**src/sv/pwfr_pkg.sv**
```systemverilog
// ---------------------------------------------------------------------------
// pwfr_pkg
// Shared constants, types and the pulse window compare for the pulse width
// frame receiver.
// ---------------------------------------------------------------------------
package pwfr_pkg;

    localparam int MSG_BYTES = 16;
    localparam int BYTE_CNT_W = 6;
    localparam int WIDTH_W = 16;
    localparam int CFG_W = 15;

    localparam logic [BYTE_CNT_W-1:0] LAST_BYTE = BYTE_CNT_W'(MSG_BYTES - 1);

    localparam logic [2:0] CAL_PULSES = 3'd3;
    localparam logic [2:0] LEADOUT_PULSES = 3'd2;

    localparam logic [1:0] KIND_DATA = 2'd0;
    localparam logic [1:0] KIND_ACCEPT = 2'd1;
    localparam logic [1:0] KIND_REJECT = 2'd2;

    localparam logic [1:0] REG_RX_ENABLE = 2'd0;
    localparam logic [1:0] REG_ZERO_WIDTH = 2'd1;
    localparam logic [1:0] REG_ONE_WIDTH = 2'd2;

    typedef struct packed {
        logic timeout;
        logic zero_hit;
        logic one_hit;
        logic trailer_hit;
    } match_t;

    function automatic logic in_window(input logic [WIDTH_W-1:0] w,
                                       input logic [WIDTH_W-1:0] target);
        logic [WIDTH_W-1:0] lo;
        logic [WIDTH_W:0]   hi;
        lo = (target == '0) ? '0 : target - WIDTH_W'(1);
        hi = {1'b0, target} + (WIDTH_W+1)'(1);
        return (w >= lo) && ({1'b0, w} <= hi);
    endfunction

endpackage

```
**src/sv/pwfr_match.sv**
```systemverilog
// ---------------------------------------------------------------------------
// pwfr_match
// Window compares of one pulse width against the zero, one and trailer
// targets, and a timeout flag for a zero pulse width.
// ---------------------------------------------------------------------------
module pwfr_match (
    input  logic [pwfr_pkg::WIDTH_W-1:0] pulse_width,
    input  logic [pwfr_pkg::CFG_W-1:0]   zero_width,
    input  logic [pwfr_pkg::CFG_W-1:0]   one_width,
    output pwfr_pkg::match_t             match
);

    logic [pwfr_pkg::WIDTH_W-1:0] zero_t;
    logic [pwfr_pkg::WIDTH_W-1:0] one_t;
    logic [pwfr_pkg::WIDTH_W-1:0] trailer_t;

    assign zero_t    = {1'b0, zero_width};
    assign one_t     = {1'b0, one_width};
    assign trailer_t = zero_t + one_t;

    assign match.timeout     = (pulse_width == '0);
    assign match.zero_hit    = pwfr_pkg::in_window(pulse_width, zero_t);
    assign match.one_hit     = pwfr_pkg::in_window(pulse_width, one_t);
    assign match.trailer_hit = pwfr_pkg::in_window(pulse_width, trailer_t);

endmodule

```
**src/sv/pwfr_fsm.sv**
```systemverilog
// ---------------------------------------------------------------------------
// pwfr_fsm
// Frame sequencer and result register: steps through the calibration,
// trailer, data and lead-out phases and holds one result for the output.
// ---------------------------------------------------------------------------
module pwfr_fsm (
    input  logic                                clk,
    input  logic                                rst_n,
    input  logic                                rx_enable,
    input  logic                                item_valid,
    input  pwfr_pkg::match_t                    match,
    output logic                                item_taken,
    output logic                                out_valid,
    input  logic                                out_ready,
    output logic [1:0]                          out_kind,
    output logic [7:0]                          out_byte,
    output logic [pwfr_pkg::BYTE_CNT_W-1:0]     out_index
);

    localparam logic [2:0] PH_IDLE    = 3'd0;
    localparam logic [2:0] PH_ZERO    = 3'd1;
    localparam logic [2:0] PH_ONE     = 3'd2;
    localparam logic [2:0] PH_TRAILER = 3'd3;
    localparam logic [2:0] PH_DATA    = 3'd4;
    localparam logic [2:0] PH_LEADOUT = 3'd5;

    logic [2:0]                      phase_reg, phase_next;
    logic [2:0]                      count_reg, count_next;
    logic [2:0]                      bitpos_reg, bitpos_next;
    logic [pwfr_pkg::BYTE_CNT_W-1:0] bytes_reg, bytes_next;
    logic [7:0]                      shift_reg, shift_next;

    logic                            out_valid_reg, out_valid_next;
    logic [1:0]                      out_kind_reg;
    logic [7:0]                      out_byte_reg;
    logic [pwfr_pkg::BYTE_CNT_W-1:0] out_index_reg;

    logic                            res_valid;
    logic [1:0]                      res_kind;
    logic [7:0]                      res_byte;
    logic [pwfr_pkg::BYTE_CNT_W-1:0] res_index;
    logic [2:0]                      count_inc;
    logic [7:0]                      shift_bit;

    assign count_inc = count_reg + 3'd1;
    assign shift_bit = shift_reg | (8'(match.one_hit & ~match.zero_hit) << bitpos_reg);

    always_comb
    begin
        phase_next  = phase_reg;
        count_next  = count_reg;
        bitpos_next = bitpos_reg;
        bytes_next  = bytes_reg;
        shift_next  = shift_reg;
        res_valid   = 1'b0;
        res_kind    = pwfr_pkg::KIND_REJECT;
        res_byte    = '0;
        res_index   = '0;
        if (rx_enable)
        begin
            if (phase_reg == PH_IDLE || phase_reg > PH_LEADOUT)
            begin
                if (!match.timeout)
                begin
                    phase_next  = PH_ZERO;
                    count_next  = '0;
                    bitpos_next = '0;
                    bytes_next  = '0;
                    shift_next  = '0;
                end
            end
            else
            begin
                logic hit;
                hit = 1'b0;
                unique case (phase_reg)
                    PH_ZERO:    hit = match.zero_hit;
                    PH_ONE:     hit = match.one_hit;
                    PH_DATA:    hit = match.zero_hit | match.one_hit;
                    default:    hit = match.trailer_hit;
                endcase
                if (match.timeout || !hit)
                begin
                    // drop the frame
                    res_valid   = 1'b1;
                    res_kind    = pwfr_pkg::KIND_REJECT;
                    phase_next  = PH_IDLE;
                    count_next  = '0;
                    bitpos_next = '0;
                    bytes_next  = '0;
                    shift_next  = '0;
                end
                else
                begin
                    unique case (phase_reg)
                        PH_ZERO, PH_ONE:
                        begin
                            count_next = count_inc;
                            if (count_inc >= pwfr_pkg::CAL_PULSES)
                            begin
                                phase_next = (phase_reg == PH_ZERO) ? PH_ONE : PH_TRAILER;
                                count_next = '0;
                            end
                        end
                        PH_TRAILER:
                        begin
                            phase_next  = PH_DATA;
                            bitpos_next = '0;
                            bytes_next  = '0;
                            shift_next  = '0;
                        end
                        PH_DATA:
                        begin
                            shift_next = shift_bit;
                            if (bitpos_reg == 3'd7)
                            begin
                                res_valid   = 1'b1;
                                res_kind    = pwfr_pkg::KIND_DATA;
                                res_byte    = shift_bit;
                                res_index   = bytes_reg;
                                bitpos_next = '0;
                                shift_next  = '0;
                                if (bytes_reg >= pwfr_pkg::LAST_BYTE)
                                begin
                                    phase_next = PH_LEADOUT;
                                    count_next = '0;
                                    bytes_next = '0;
                                end
                                else
                                begin
                                    bytes_next = bytes_reg + 1'b1;
                                end
                            end
                            else
                            begin
                                bitpos_next = bitpos_reg + 3'd1;
                            end
                        end
                        default:
                        begin
                            count_next = count_inc;
                            if (count_inc >= pwfr_pkg::LEADOUT_PULSES)
                            begin
                                res_valid   = 1'b1;
                                res_kind    = pwfr_pkg::KIND_ACCEPT;
                                phase_next  = PH_IDLE;
                                count_next  = '0;
                                bitpos_next = '0;
                                bytes_next  = '0;
                                shift_next  = '0;
                            end
                        end
                    endcase
                end
            end
        end
    end

    // hold the item while its result cannot enter the result register
    assign item_taken = item_valid && (!res_valid || !out_valid_reg || out_ready);

    always_comb
    begin
        out_valid_next = out_valid_reg && !out_ready;
        if (item_taken && res_valid)
        begin
            out_valid_next = 1'b1;
        end
    end

    always_ff @(posedge clk or negedge rst_n)
    begin
        if (!rst_n)
        begin
            phase_reg     <= PH_IDLE;
            count_reg     <= '0;
            bitpos_reg    <= '0;
            bytes_reg     <= '0;
            shift_reg     <= '0;
            out_valid_reg <= 1'b0;
        end
        else
        begin
            out_valid_reg <= out_valid_next;
            if (item_taken)
            begin
                phase_reg  <= phase_next;
                count_reg  <= count_next;
                bitpos_reg <= bitpos_next;
                bytes_reg  <= bytes_next;
                shift_reg  <= shift_next;
            end
        end
    end

    always_ff @(posedge clk)
    begin
        if (item_taken && res_valid)
        begin
            out_kind_reg  <= res_kind;
            out_byte_reg  <= res_byte;
            out_index_reg <= res_index;
        end
    end

    assign out_valid = out_valid_reg;
    assign out_kind  = out_kind_reg;
    assign out_byte  = out_byte_reg;
    assign out_index = out_index_reg;

`ifndef SYNTH
    a_bitpos_in_data: assert property (@(posedge clk) disable iff (!rst_n)
        (bitpos_reg != '0) |-> (phase_reg == PH_DATA))
        else $error("bit position set outside data phase");

    a_bytes_in_data: assert property (@(posedge clk) disable iff (!rst_n)
        (bytes_reg != '0) |-> (phase_reg == PH_DATA))
        else $error("byte count set outside data phase");

    a_no_overwrite: assert property (@(posedge clk) disable iff (!rst_n)
        (item_taken && res_valid) |-> (!out_valid_reg || out_ready))
        else $error("result register overwritten");

    a_status_clean: assert property (@(posedge clk) disable iff (!rst_n)
        (out_valid_reg && out_kind_reg != pwfr_pkg::KIND_DATA)
            |-> (out_byte_reg == '0 && out_index_reg == '0))
        else $error("status result carries data");
`endif

endmodule

```
**src/sv/pulse_width_frame_receiver.sv**
```systemverilog
// ---------------------------------------------------------------------------
// pulse_width_frame_receiver
// Decodes a framed stream of measured pulse widths into data bytes and a
// frame accepted or rejected status.
//
// Channel  Direction  Transfer content
// s_*      in         pulse width per transfer
// m_*      out        data byte and byte index, result kind on tuser
// cfg_*    in         register write, no read-back
//
// One pulse per cycle sustained while the output is not stalled; each pulse
// passes through the input register, then its result enters the result register.
// Reset clears the sequencer to idle and loads rx_enable 0, zero_width 4,
// one_width 8. A stalled output holds one result and one more pulse in the
// input register; pulses that give no result keep flowing meanwhile.
// ---------------------------------------------------------------------------
module pulse_width_frame_receiver (
    input  logic                         clk,
    input  logic                         rst_n,
    input  logic                         cfg_we,
    input  logic [1:0]                   cfg_index,
    input  logic [pwfr_pkg::CFG_W-1:0]   cfg_wdata,
    input  logic                         s_tvalid,
    output logic                         s_tready,
    input  logic [15:0]                  s_tdata,   // [15:0] pulse_width
    output logic                         m_tvalid,
    input  logic                         m_tready,
    output logic [15:0]                  m_tdata,   // [7:0] data_byte, [13:8] byte_index
    output logic [1:0]                   m_tuser    // [1:0] kind
);

    logic                         rx_enable_reg;
    logic [pwfr_pkg::CFG_W-1:0]   zero_width_reg;
    logic [pwfr_pkg::CFG_W-1:0]   one_width_reg;

    logic                         in_valid_reg;
    logic [pwfr_pkg::WIDTH_W-1:0] in_width_reg;

    pwfr_pkg::match_t             match;
    logic                         item_taken;
    logic [7:0]                   out_byte;
    logic [pwfr_pkg::BYTE_CNT_W-1:0] out_index;

    always_ff @(posedge clk or negedge rst_n)
    begin
        if (!rst_n)
        begin
            rx_enable_reg  <= 1'b0;
            zero_width_reg <= pwfr_pkg::CFG_W'(4);
            one_width_reg  <= pwfr_pkg::CFG_W'(8);
        end
        else if (cfg_we)
        begin
            unique case (cfg_index)
                pwfr_pkg::REG_RX_ENABLE:  rx_enable_reg  <= cfg_wdata[0];
                pwfr_pkg::REG_ZERO_WIDTH: zero_width_reg <= cfg_wdata;
                pwfr_pkg::REG_ONE_WIDTH:  one_width_reg  <= cfg_wdata;
                default:                  ;
            endcase
        end
    end

    assign s_tready = !in_valid_reg || item_taken;

    always_ff @(posedge clk or negedge rst_n)
    begin
        if (!rst_n)
        begin
            in_valid_reg <= 1'b0;
        end
        else if (s_tready)
        begin
            in_valid_reg <= s_tvalid;
        end
    end

    always_ff @(posedge clk)
    begin
        if (s_tready && s_tvalid)
        begin
            in_width_reg <= s_tdata;
        end
    end

    pwfr_match u_match (
        .pulse_width (in_width_reg),
        .zero_width  (zero_width_reg),
        .one_width   (one_width_reg),
        .match       (match)
    );

    pwfr_fsm u_fsm (
        .clk        (clk),
        .rst_n      (rst_n),
        .rx_enable  (rx_enable_reg),
        .item_valid (in_valid_reg),
        .match      (match),
        .item_taken (item_taken),
        .out_valid  (m_tvalid),
        .out_ready  (m_tready),
        .out_kind   (m_tuser),
        .out_byte   (out_byte),
        .out_index  (out_index)
    );

    assign m_tdata = {2'b00, out_index, out_byte};

endmodule
```
**config.mk**
```make
export PLATFORM = sky130hd
export DESIGN_NAME = pulse_width_frame_receiver
export DESIGN_NICKNAME = d
export VERILOG_FILES = /design/src/sv/pwfr_pkg.sv /design/src/sv/pwfr_match.sv /design/src/sv/pwfr_fsm.sv /design/src/sv/pulse_width_frame_receiver.sv
export SDC_FILE = /design/constraint.sdc
export NUM_CORES = 1
export LEC_CHECK = 0
export BUFFER_PORTS_ARGS = -buffer_cell sky130_fd_sc_hd__buf_2
export CAP_MARGIN = 25
export CORE_UTILIZATION = 57
export CTS_CLUSTER_DIAMETER = 80
export CTS_CLUSTER_SIZE = 16
export DETAILED_ROUTE_END_ITERATION = 6
export HOLD_SLACK_MARGIN = 0.12
export PLACE_DENSITY_LB_ADDON = 0.2
export SYNTH_ARGS = -nofsm -noshare
export SYNTH_HDL_FRONTEND = slang
export SYNTH_SLANG_ARGS = --single-unit
```
**constraint.sdc**
```tcl
create_clock -name clk -period 18.5 [get_ports clk]
set_clock_uncertainty 0.1 [all_clocks]
set_input_delay 3.7 -clock clk [delete_from_list [all_inputs] [get_ports clk]]
set_output_delay 3.7 -clock clk [all_outputs]
set_load 0.02 [all_outputs]
```
## Yosys cells after proc, flatten, opt, wreduce, memory -nomap -nowiden

Index checks and enable logic that the tools add are counted.

- Word-level logic and storage cells: 141
- Bits of input ports: 38
- Bits in writable memories: 0
- Latch bits: 0
- Flip-flop bits (word level): 88
- Bits in read-only memories: 0
- Memories kept: 0

- Multiplexer cells: 50
- Shift-type cells: 1
- Multiply operators: 0
- Eq/ne operators: 13
- Divide/modulo/power cells: 0
- Bitwise gates (word level): 7
- $add $sub $neg: 10
- Reductions and logical operators: 36
- Order comparisons: 10

Operators by type and width:

| operator | number |
|---|---|
| logical NOT 16 bit | 4 |
| less-or-equal comparator 16 x 17 -> 1 bit | 3 |
| 2-to-1 mux 3 bit | 17 |
| >= comparator 16 bit | 3 |
| 2-to-1 mux 16 bit | 3 |
| 2-to-1 mux 8 bit | 5 |
| 2-to-1 mux 6 bit | 6 |
| adder 15 x 1 -> 16 bit, second input constant | 2 |
| subtractor 15 x 1 -> 16 bit, second input constant | 2 |
| one-hot mux 3 bit (3 select lines) | 3 |
| one-hot mux 8 bit (3 select lines) | 1 |
| one-hot mux 6 bit (3 select lines) | 1 |
| adder 16 x 1 -> 17 bit, second input constant | 1 |
| adder 15 x 15 -> 16 bit | 1 |
| subtractor 16 x 1 -> 16 bit, second input constant | 1 |
| != test 4 x 1 -> 1 bit, second input constant | 3 |
| AND reduction 6 bit | 2 |
| 2-to-1 mux 1 bit | 9 |
| bitwise AND 1 x 8 -> 8 bit | 1 |
| inverter 1 -> 8 bit | 1 |
| bitwise OR 8 bit | 1 |
| left shift 8 x 3 -> 8 bit | 1 |
| logical AND 1 bit | 7 |
| AND reduction 7 bit | 1 |
| 29 further kinds | 48 |

## Depth between registers and ports, before layout

Gate-level depths: netlist (run 1).

- Depth in word-level cells: 19
- Mapped depth: 24
- Gate-level depth less buffers: 22

## By module

From an unflattened synthesis (run 1), not the netlist that was laid out.

- Cell total of the unflattened synthesis: 944
- Area total of the unflattened synthesis: 8808.4 sq um

By module, submodules not included:

| module | area each (sq um) | sequential area each (sq um) | instances | cells an instance |
|---|---|---|---|---|
| pwfr_match | 4739.5 | 0.0 | 1 | 641 |
| pwfr_fsm | 2253.4 | 1081.0 | 1 | 213 |
| pulse_width_frame_receiver | 1815.5 | 1283.7 | 1 | 90 |

## Least setup slack after synthesis (run 1)

No wires, ideal clock.

- Path kind: reg2out
- From: register one_width_reg[0] in the netlist's numbering
- To: output s_tready
- Setup slack: 9.594 ns
- Path buffers: 1
- Data required time: 14.700 ns
- Cell stages (with the launch flop): 21
- Arrival: 5.106 ns
- Path through: dfrtp_1 > ha_1 > fa_1 > a21oi_1 > o21ai_1 > a2111oi_1 > nor3b_4 > nor3_1 > nand3_1 > nor3_1 > nand3_1 > clkbuf_1 > nand2_1 > ha_1 > nand4_1 > a2111oi_0 > a21oi_1 > o21ai_0 > a21o_1 > nand2_1 > o211ai_1

- Longest elaborated chain between the ends: 18
- Elaborated cells between the ends (all ways): 29
- Those cells by class: add/sub (5); order compare (4); mux (8); bitwise (1); reduce/logical (11)

Ends and longest elaborated chain:

| element | line | text |
|---|---|---|
| from (decl) | pulse_width_frame_receiver.sv:34 | `logic [pwfr_pkg::CFG_W-1:0] one_width_reg;` |
| from (signal assigned) | pulse_width_frame_receiver.sv:50 | `one_width_reg <= pwfr_pkg::CFG_W'(8);` |
| from (signal assigned) | pulse_width_frame_receiver.sv:57 | `pwfr_pkg::REG_ONE_WIDTH: one_width_reg <= cfg_wdata;` |
| adder 15 x 15 -> 16 bit (tied with other cells) | pwfr_match.sv:19 | `assign trailer_t = zero_t + one_t;` |
| subtractor 16 x 1 -> 16 bit (tied with other cells) | pwfr_pkg.sv:37 | `lo = (target == '0) ? '0 : target - WIDTH_W'(1);` |
| 2-to-1 mux 16 bit / >= comparator 16 bit (equally long branches) | pwfr_pkg.sv:37, pwfr_pkg.sv:39 |  |
| >= comparator 16 bit / logical AND 1 bit (equally long branches) | pwfr_pkg.sv:39 | `return (w >= lo) && ({1'b0, w} <= hi);` |
| logical AND 1 bit / bitwise OR 1 bit (equally long branches) | pwfr_pkg.sv:39, pwfr_fsm.sv:79 |  |
| one-hot mux 1 bit (3 select lines) (*) | pwfr_fsm.sv:76 | `unique case (phase_reg)` |
| 2-to-1 mux 1 bit (*) | pwfr_fsm.sv:61 | `if (phase_reg == PH_IDLE \|\| phase_reg > PH_LEADOUT)` |
| 2-to-1 mux 1 bit (*) | pwfr_fsm.sv:59 | `if (rx_enable)` |
| logical NOT 1 bit (*) | pwfr_fsm.sv:82 | `if (match.timeout \|\| !hit)` |
| logical OR 1 bit (*) | pwfr_fsm.sv:82 |  |
| 2-to-1 mux 1 bit (*) | pwfr_fsm.sv:82 |  |
| 2-to-1 mux 1 bit (*) | pwfr_fsm.sv:61 |  |
| 2-to-1 mux 1 bit (*) | pwfr_fsm.sv:59 |  |
| logical NOT 1 bit (*) | pwfr_fsm.sv:160 | `assign item_taken = item_valid && (!res_valid \|\| !out_valid_reg \|\| out_ready);` |
| logical OR 1 bit (*) (2 in series) | pwfr_fsm.sv:160 |  |
| logical AND 1 bit (*) | pwfr_fsm.sv:160 |  |
| logical OR 1 bit (*) | pulse_width_frame_receiver.sv:63 | `assign s_tready = !in_valid_reg \|\| item_taken;` |
| to (decl) | pulse_width_frame_receiver.sv:24 | `output logic s_tready,` |

Every way passes the cells marked *; elsewhere a longest branch is shown, timed or not. The select of a mux whose other input is x is not followed.

## Worst setup path in the final report (run 1)

Same ends and word-level chain as after synthesis.

==> results of run 1 <==
==> how the worst max path moves through the flow <==
stage                                start  endpoint  slack (ns)  cells past startpoint
after floorplan           one_width_reg[0]  s_tready        9.59                     20
after global placement    one_width_reg[0]  s_tready        8.99                     22
after detailed placement  one_width_reg[0]  s_tready        8.81                     20
after CTS                 one_width_reg[0]  s_tready        8.42                     20
after global routing      one_width_reg[0]  s_tready        7.66                     20
final                     one_width_reg[0]  s_tready        8.35                     22
==> placed cells by master (no fill, tap or decap), types with 6 or more instances in the layout <==
master     instances
nand4_1           15
and2_1            14
clkbuf_16          9
o21ai_0           25
buf_2             55
a21oi_1           45
inv_1             28
nor3_1            33
or4_1              8
xnor2_1           35
buf_4              6
a211oi_1           6
nor4_1            12
o211ai_1           7
or3_1              7
xor2_1            46
nor3b_1            7
nand2_1           96
a31oi_1           13
o21a_1            14
mux2_2            32
and3_1            17
nand2b_1          12
nor2b_1           11
dfrtp_1           54
edfxtp_1          32
ha_1             124
nor2_1            51
a21o_1            20
nand3_1           32
==> cell type report <==
class / count / area, um2 / area share
Timing Repair Buffer: 61 / 320 / 0.0349
Sequential cell: 88 / 2360 / 0.258
Multi-Input combinational cell: 777 / 5860 / 0.639
Tap cell: 184 / 230 / 0.0251
Clock inverter: 7 / 72.6 / 0.00790
Inverter: 28 / 105 / 0.0114
Clock buffer: 9 / 225 / 0.0245
==> synthesized netlist by cell type, types with 15 or more instances <==
| library cell | instances | area share |
|---|---|---|
| dfrtp_1 | 54 | 0.16 |
| mux2_2 | 32 | 0.042 |
| nand2_1 | 96 | 0.042 |
| a21o_1 | 20 | 0.018 |
| nor3_1 | 33 | 0.019 |
| clkbuf_1 | 28 | 0.012 |
| ha_1 | 124 | 0.18 |
| nor2_1 | 51 | 0.023 |
| xnor2_1 | 35 | 0.036 |
| o21ai_0 | 25 | 0.015 |
| nand4_1 | 15 | 0.011 |
| nand3_1 | 32 | 0.019 |
| and3_1 | 17 | 0.013 |
| inv_1 | 28 | 0.012 |
| xor2_1 | 46 | 0.047 |
| a21oi_1 | 45 | 0.027 |
| edfxtp_1 | 32 | 0.11 |
==> metrics by stage <==
| step | worst slack [ns] | power (W) | instance area, um2 | instances | utilization |
|---|---|---|---|---|---|
| floorplan | 9.59 | 0.000823 | 8500 | 931 | - |
| global placement | 8.99 | 0.000962 | 8880 | 1137 | 0.611 |
| detailed placement | 8.81 | 0.000971 | 8880 | 1137 | 0.611 |
| CTS | 8.42 | 0.00116 | 9170 | 1153 | 0.631 |
| global route | 7.66 | 0.00127 | 9180 | 1154 | 0.632 |
| finish | 8.35 | 0.00117 | 9180 | 1154 | 0.632 |
==> metal layers <==
metal / vias to the layer above / wire (um)
met1: 3290 / 9800
met4: 0 / 570
li1: 3500 / -
met5: - / 0
met3: 40 / 1040
met2: 193 / 9650
==> worst register-to-register path, cell delays in order, from the launching register on <==
cell and delay (ns):
dfrtp_1 0.48, ha_1 0.28, fa_1 0.42, a21oi_1 0.29
o21ai_1 0.15, a2111oi_1 0.57, nor3b_4 0.14, nor3_1 0.42
nand3_1 0.16, nor3_1 0.33, nand3_1 0.47, nand2_1 0.22
ha_1 0.18, o21ai_0 0.09, a2111oi_0 0.40, a21oi_1 0.20
o21ai_0 0.31, a21o_1 0.18, nand2_1 0.19, o211ai_1 0.29
and2_1 0.61
==> logic make-up (layout without fill, tap and decap cells) <==
family / Yosys count / after routing / share of synthesized area
AO/OA/AOI/OAI: 187 / 187 / 0.153
XOR/XNOR: 84 / 84 / 0.0919
adder cells (fa/ha/maj): 125 / 125 / 0.185
buffers and inverters: 66 / 105 / 0.0322
flip-flops: 88 / 88 / 0.278
multiplexers: 38 / 38 / 0.0499
other: 1 / 2 / 0.000441
AND/OR/NAND/NOR: 341 / 341 / 0.209
==> power groups by stage <==
stage | clock network, W | registers, W | logic (W)
finish | 0.000181 | 0.000297 | 0.000689
global route | 0.000192 | 0.000302 | 0.000775
CTS | 0.000184 | 0.000295 | 0.000680
detailed placement | 0 | 0.000299 | 0.000672
global placement | 0 | 0.000297 | 0.000665
floorplan | 0 | 0.000269 | 0.000554
==> impl_metrics.tcl, run 1 <==
set metrics [dict create \
    core-area_um2 14500 \
    htree_num_levels 3 \
    hold_end "u_fsm.shift_reg[4]" \
    diodes 0 \
    root_buffer "clkbuf_16" \
    cts_tree "yes" \
    p_per_area_nw_per_um2 127 \
    p_clk_frac 0.155 \
    num_vias 7023 \
    area_delta_synth_final_pct 8.04 \
    die_x_um 124 \
    ys_types 85 \
    largest_reg_flops 16 \
    fin_hold_ws_ns 0.405 \
    fin_setup_tns_ns 0 \
    drcViolationCount 0 \
    antenna_found_initial 0 \
    grt.busiest_layer "met2" \
    r2r-end "in_width_reg[0]" \
    ctsResizeCount 0 \
    grt_pass1_wl_um 34000 \
    met1_usage 0.404 \
    reg2reg_slack_ns 11.66 \
    min_period_ns 10.15 \
    num-nets-final 1128 \
    clkTransAtPathRegs_ns 0.07 \
    grt-ovfl-total 0 \
    fp.dieArea_um2 15400 \
    maxSlewViolCount 0 \
    postCtsHoldBufs 0 \
    yosys_warnings 0 \
    fin_crit_sh 0.549 \
    ys_seq_area_frac 0.278 \
    rows 44 \
    crit_path_max_incr_delay_ns 0.57 \
    p_int_w 0.000614 \
    post_cts_buffers 0 \
    clkSinkCount 88 \
    synth-main-ff-cell "dfrtp_1" \
    cts_buffer_depth 2 \
    seqPwrFrac 0.255 \
    synthCells 930 \
    min_path_type "reg2reg" \
    grt_use_total 0.292 \
    switching_power_w 0.000553 \
    grtUsageMet3 0.0353 \
    worst_slew_pin_slew_ns 0.898 \
    crit_slowest_cell "a2111oi_1" \
    io_buffers 55 \
    slew_headroom 0.400 \
    hold_viol_final 0 \
    io_pins 58 \
    dieHeight_um 124 \
    drt_iter0_drc 421 \
    crit_family "compound AO/OA/AOI/OAI gates" \
    rsz0062_at_grt "no" \
    crit_chain "ha_1 -> fa_1 -> a21oi_1 -> o21ai_1 -> a2111oi_1 -> nor3b_4 -> nor3_1 -> nand3_1 -> nor3_1 -> nand3_1 -> nand2_1 -> ha_1 -> a21o_1 -> a21o_1 -> a21oi_1 -> o211ai_1 -> a21oi_1 -> o21ai_0 -> a21o_1 -> nand2_1 -> o211ai_1 -> buf_2" \
    reg2reg_depth 20 \
    syn_area_per_cell_um2 9.14 \
    synth_area_um2 8500 \
    reg2reg_from "one_width_reg[0]" \
    postRouteWirelength_um 21100 \
    grt_pass1_vias 6605 \
    path_class "reg2out" \
    switching_share 0.474 \
    critPathMaxFanout 15 \
    detail-route-antenna-nets 0 \
    insertion_delay_ns 0.35 \
    critPathArrivalTime_ns 6.35 \
    crit_buf_inv 1 \
    finalSetupViolCount 0 \
    crit_path_end_kind "output port" \
    ys_ff_latch 88 \
    place_congestion 0.890 \
    synth_edf_count 32 \
    fmax_mhz 98.5 \
    drive_above_1_share 0.140 \
    min_from "u_fsm.shift_reg[4]" \
    power_frac_comb 0.590 \
    cts_buffers 9 \
    synthArstFlopShare 0.636 \
    nFillCells 1297 \
    ir_drop_v 0.0000885 \
    critPathLaunchType "flop" \
    detailed_place_hpwl_um 16300 \
    via_per_inst 6.09 \
    p_leak_nw 4.05 \
    post_drt_wl_per_cell_um 18.3 \
    grt_max_degree 57 \
    use_met2 0.469 \
    min_path_cells 2 \
    max-cap-violations 0 \
    required_ns 14.70 \
    outcome "finished clean" \
    first_pass_iters 5 \
    initial_utilization 0.585 \
]
Power figures use the tool's default switching activity.
==> run 2: changes to the inputs <==
==> constraint.sdc (replaced) <==
create_clock -name clk -period 9.4 [get_ports clk]
set_clock_uncertainty 0.1 [all_clocks]
set_input_delay 1.88 -clock clk [delete_from_list [all_inputs] [get_ports clk]]
set_output_delay 1.88 -clock clk [all_outputs]
set_load 0.02 [all_outputs]
==> run 2 against run 1 <==
Net effect:
- combinational power is 96% higher
- highest routed layer unchanged
- worst setup slack lost 7.2 ns
- final area stayed put
- register-to-register slack lost 9.0 ns
- global-route usage fell by 0.30 points
- routed wire length down 0.57%
- die area unchanged
- critical path type unchanged
- critical endpoint unchanged
- sequential share of layout area unchanged
- sequential power grew 97%
==> impl_metrics.tcl, run 2 (synthesized netlist as in run 1, its figures left out) <==
set metrics [dict create \
    crit_path_max_incr_delay_ns 0.56 \
    grt_pass1_vias 6737 \
    cts_tree "yes" \
    multi_input_area_um2 5860 \
    crit_slowest_cell "a2111oi_1" \
    critPathMaxFanout 15 \
    root_buffer "clkbuf_16" \
    largest_reg_flops 16 \
    post_drt_wl_per_cell_um 18.1 \
    dieHeight_um 124 \
    place_congestion 0.891 \
    post_cts_buffers 0 \
    drcViolationCount 0 \
    min_period_ns 8.27 \
    insertion_delay_ns 0.35 \
    crit_path_end_kind "output port" \
    required_ns 7.42 \
    finalSetupViolCount 0 \
    critPathLaunchType "flop" \
    fin_crit_sh 0.879 \
    antenna_found_initial 0 \
    drt_iter0_drc 404 \
    finalPower_w 0.00229 \
    cts_buffers 9 \
    rows 44 \
    clkSinkCount 88 \
    rsz0062_at_grt "no" \
    die_x_um 124 \
    outcome "finished clean" \
    via_per_inst 6.14 \
    reg2reg_slack_ns 2.62 \
    num-nets-final 1128 \
    worst_slew_pin_slew_ns 0.916 \
    detail-route-antenna-nets 0 \
    nFillCells 1294 \
    grt-ovfl-total 0 \
    initial_utilization 0.585 \
    area_delta_synth_final_pct 8.04 \
    ir_drop_v 0.000176 \
    ctsResizeCount 0 \
    p_per_area_nw_per_um2 250 \
    critPathArrivalTime_ns 6.29 \
    diodes 0 \
    mostFrequentLayoutCells "124 x ha_1, 96 x nand2_1, 55 x buf_2" \
    core-area_um2 14500 \
    grt_use_total 0.289 \
    min_path_type "reg2reg" \
    layout_commonest_cell "ha_1" \
    grt_pass1_wl_um 33900 \
    clkTransAtPathRegs_ns 0.07 \
    detailed_place_hpwl_um 16200 \
    grt_max_degree 57 \
    num_vias 7088 \
    slew_headroom 0.387 \
    fmax_mhz 121 \
    fp.dieArea_um2 15400 \
    area.sequential_um2 2360 \
    placed_area_um2 8880 \
    cts_buffer_depth 2 \
    drive_above_1_share 0.140 \
    hold_viol_final 0 \
    postCtsHoldBufs 0 \
    io_buffers 55 \
    io_pins 58 \
    postRouteWirelength_um 20900 \
    p_leak_nw 4.05 \
    maxSlewViolCount 0 \
    first_pass_iters 4 \
    htree_num_levels 3 \
    crit_chain "ha_1 -> fa_1 -> a21oi_1 -> o21ai_1 -> a2111oi_1 -> nor3b_4 -> nor3_1 -> nand3_1 -> nor3_1 -> nand3_1 -> nand2_1 -> ha_1 -> a21o_1 -> a21o_1 -> a21oi_1 -> o211ai_1 -> a21oi_1 -> o21ai_0 -> a21o_1 -> nand2_1 -> o211ai_1 -> buf_2" \
    fin_setup_tns_ns 0 \
    max-cap-violations 0 \
    stdcell_area_um2 9180 \
    path_class "reg2out" \
]
run 2: cell counts in the layout (fill, tap and decap cells not counted):
Identical to the previous run, type by type.
run 2: critical path, delay by kind of cell (launching register included):
family | cells | cell delay (ns)
buf+inv | 1 | 0.19
simple gates | 7 | 1.88
fa+ha+maj | 3 | 0.95
compound gates | 11 | 2.42
flops | 1 | 0.48
run 2: per-stage QoR:
stage,hold slack [ns],utilization,std cells,setup slack [ns]
global route,0.423,0.632,1154,0.525
global placement,0.374,0.611,1137,1.71
floorplan,0.363,-,931,2.31
detailed placement,0.384,0.611,1137,1.51
finish,0.392,0.632,1154,1.13
CTS,0.399,0.631,1153,1.14
run 2: path summary, 6_finish.rpt:
kind,endpoint,startpoint,depth (start not counted)
min in group asynchronous,u_fsm.shift_reg[3],rst_n,2
worst max register to register,in_width_reg[0],one_width_reg[0],20
worst min-delay path,u_fsm.shift_reg[4],u_fsm.shift_reg[4],2
worst min register to register,u_fsm.shift_reg[4],u_fsm.shift_reg[4],2
worst max-delay path,s_tready,one_width_reg[0],22
max in group asynchronous,rx_enable_reg,rst_n,2
run 2: report_power, final:
group | switching, W | total, W | leakage [nW] | internal (W)
logic | 0.000791 | 0.00135 | 2.90 | 0.000562
clock network | 0.000169 | 0.000356 | 0.143 | 0.000188
registers | 0.000124 | 0.000584 | 1.01 | 0.000460
run 2: layer usage:
| metal | routed length [um] | global-route usage | vias up | part of all wire |
|---|---|---|---|---|
| met3 | 1040 | 0.0476 | 38 | 0.050 |
| met5 | 0 | 0 | - | 0 |
| met2 | 9540 | 0.471 | 193 | 0.46 |
| met1 | 9840 | 0.388 | 3351 | 0.47 |
| met4 | 523 | 0.0982 | 0 | 0.025 |
| li1 | - | - | 3506 | - |
run 2: area by class of cell:
type / instances / area share
repair buffers: 61 / 0.0349
clock inverters: 7 / 0.00790
multi-input cells: 777 / 0.639
flip-flops and latches: 88 / 0.258
inverters: 28 / 0.0114
clock buffers: 9 / 0.0245
well taps: 184 / 0.0251
==> run 3: changes to the inputs <==
==> constraint.sdc (replaced) <==
create_clock -name clk -period 9.4 [get_ports clk]
set_clock_uncertainty 0.1 [all_clocks]
set_input_delay 1.88 -clock clk [delete_from_list [all_inputs] [get_ports clk]]
set_output_delay 1.88 -clock clk [all_outputs]
set_load 0.01 [all_outputs]
==> run 3 against run 2 <==
Net effect:
- hold slack better by 0.015 ns
- largest power group unchanged
- routed wire length increased by 0.76%
- critical path type unchanged
- sequential share of layout area is essentially flat
- non-clock buffer count stayed put
- combinational power hardly changed
- sequential cell count unchanged
- clock power fell by 2%
- final cell count is the same
- sequential power is essentially flat
- total power down 0.72%
- largest cell class unchanged
==> impl_metrics.tcl, run 3 (synthesized netlist as in run 1, its figures left out) <==
set metrics [dict create \
    outcome "finished clean" \
    rows 44 \
    min_path_type "reg2reg" \
    fin_crit_sh 0.877 \
    cts_tree "yes" \
    hold_viol_final 0 \
    drt_iter0_drc 509 \
    grt-ovfl-total 0 \
    grt_use_total 0.291 \
    finalSetupViolCount 0 \
    htree_num_levels 3 \
    crit_family "compound AO/OA/AOI/OAI gates" \
    switching_power_w 0.00107 \
    ctsResizeCount 0 \
    crit_slowest_cell "a2111oi_1" \
    first_pass_iters 5 \
    antenna_found_initial 0 \
    detail-route-antenna-nets 0 \
    diodes 0 \
    cts_buffers 9 \
    stdcell_area_um2 9170 \
    grt_pass1_wl_um 33800 \
    detailed_place_hpwl_um 16400 \
    initial_utilization 0.585 \
    die_x_um 124 \
    drive_above_1_share 0.140 \
    p_leak_nw 4.04 \
    maxSlewViolCount 0 \
    crit_chain "ha_1 -> fa_1 -> a21oi_1 -> o21ai_1 -> a2111oi_1 -> nor3b_4 -> nor3_1 -> nand3_1 -> nor3_1 -> nand3_1 -> nand2_1 -> ha_1 -> a21o_1 -> a21o_1 -> a21oi_1 -> o211ai_1 -> a21oi_1 -> o21ai_0 -> a21o_1 -> nand2_1 -> o211ai_1 -> buf_2" \
    drcViolationCount 0 \
    mostFrequentLayoutCells "124 x ha_1, 96 x nand2_1, 55 x buf_2" \
    fp.dieArea_um2 15400 \
    p_int_w 0.00121 \
    power_frac_comb 0.591 \
    ir_drop_v 0.000200 \
    largest_reg_flops 16 \
    switching_share 0.470 \
    rsz0062_at_grt "no" \
    num-nets-final 1128 \
    max-cap-violations 0 \
    path_class "reg2out" \
    cts_buffer_depth 2 \
    post_cts_buffers 0 \
    crit_path_max_incr_delay_ns 0.57 \
    layout_commonest_cell "ha_1" \
    worst_slew_pin_slew_ns 0.916 \
    crit_buf_inv 1 \
    crit_path_end_kind "output port" \
    postRouteWirelength_um 21100 \
    critPathMaxFanout 15 \
    grt_max_degree 57 \
    core-area_um2 14500 \
    io_buffers 55 \
    postCtsHoldBufs 0 \
    area_delta_synth_final_pct 7.95 \
    insertion_delay_ns 0.35 \
    required_ns 7.42 \
    crit_start "one_width_reg[0]" \
    reg2reg_from "one_width_reg[0]" \
    placed_area_um2 8880 \
    clkTransAtPathRegs_ns 0.07 \
    critPathLaunchType "flop" \
    root_buffer "clkbuf_16" \
    min_period_ns 8.24 \
    slew_headroom 0.388 \
    io_pins 58 \
    p_per_area_nw_per_um2 248 \
    seqPwrFrac 0.256 \
    critPathArrivalTime_ns 6.26 \
    num_vias 7057 \
    post_drt_wl_per_cell_um 18.3 \
    grt_pass1_vias 6619 \
    dieHeight_um 124 \
    min_from "u_fsm.shift_reg[4]" \
    place_congestion 0.887 \
    via_per_inst 6.12 \
    p_clk_frac 0.153 \
    fin_setup_tns_ns 0 \
    fmax_mhz 121 \
    nFillCells 1263 \
    clkSinkCount 88 \
]
## run 3: cell types whose count changed in the layout (fill, tap and decap cells not counted), sizes merged
cell / change
clkinv: +1
clkinvlp: +1
inv: -2
## run 3: path summary, 6_finish.rpt
path	to	slack, ns	depth (start not counted)
worst max-delay path	s_tready	1.16	22
worst min-delay path	u_fsm.shift_reg[4]	0.41	2
worst max register to register	in_width_reg[6]	2.64	20
worst min register to register	u_fsm.shift_reg[4]	0.41	2
max in group asynchronous	rx_enable_reg	7.15	2
min in group asynchronous	u_fsm.shift_reg[3]	1.55	2
## run 3: worst reg2reg max path: stages (launching register included)
cell and delay, ns:
dfrtp_1 0.48, ha_1 0.28, fa_1 0.42, a21oi_1 0.27, o21ai_1 0.15, a2111oi_1 0.57
nor3b_4 0.15, nor3_1 0.39, nand3_1 0.15, nor3_1 0.32, nand3_1 0.46, o21ai_0 0.24
ha_1 0.17, nand4_1 0.15, a2111oi_0 0.32, a21oi_1 0.19, o21ai_0 0.30, a21o_1 0.18
nand2_1 0.18, o211ai_1 0.31, and2_1 0.60
## run 3: stage by stage
step / instances / setup WS (ns) / hold WS, ns / util / power [W]
2_1_floorplan: 931 / 2.41 / 0.363 / - / 0.00161
3_3_place_gp: 1137 / 1.75 / 0.374 / 0.611 / 0.00188
3_5_place_dp: 1137 / 1.60 / 0.395 / 0.611 / 0.00190
4_1_cts: 1153 / 1.21 / 0.411 / 0.631 / 0.00227
5_1_grt: 1154 / 0.595 / 0.438 / 0.631 / 0.00247
6_report: 1154 / 1.16 / 0.407 / 0.631 / 0.00228
## run 3: final cells by class
cell class	instances	area (um2)	area share
inverters	28	105	0.0115
clock inverters	7	65.1	0.00709
flip-flops and latches	88	2360	0.258
well taps	184	230	0.0251
repair buffers	61	320	0.0349
clock buffers	9	225	0.0245
multi-input cells	777	5860	0.639
## run 3: power by group through the flow
stage | sequential [W] | combinational [W] | clock, W
after floorplan | 0.000519 | 0.00109 | 0
after global placement | 0.000585 | 0.00130 | 0
after detailed placement | 0.000588 | 0.00131 | 0
after CTS | 0.000580 | 0.00133 | 0.000353
after global routing | 0.000594 | 0.00152 | 0.000365
final | 0.000584 | 0.00135 | 0.000348
## run 3: routing by layer
layer,GRT usage,vias to the layer above,part of all wire
li1,-,3493,-
met1,0.395,3326,0.46
met2,0.477,205,0.46
met3,0.0398,33,0.056
met4,0.0915,0,0.024
met5,0,-,0
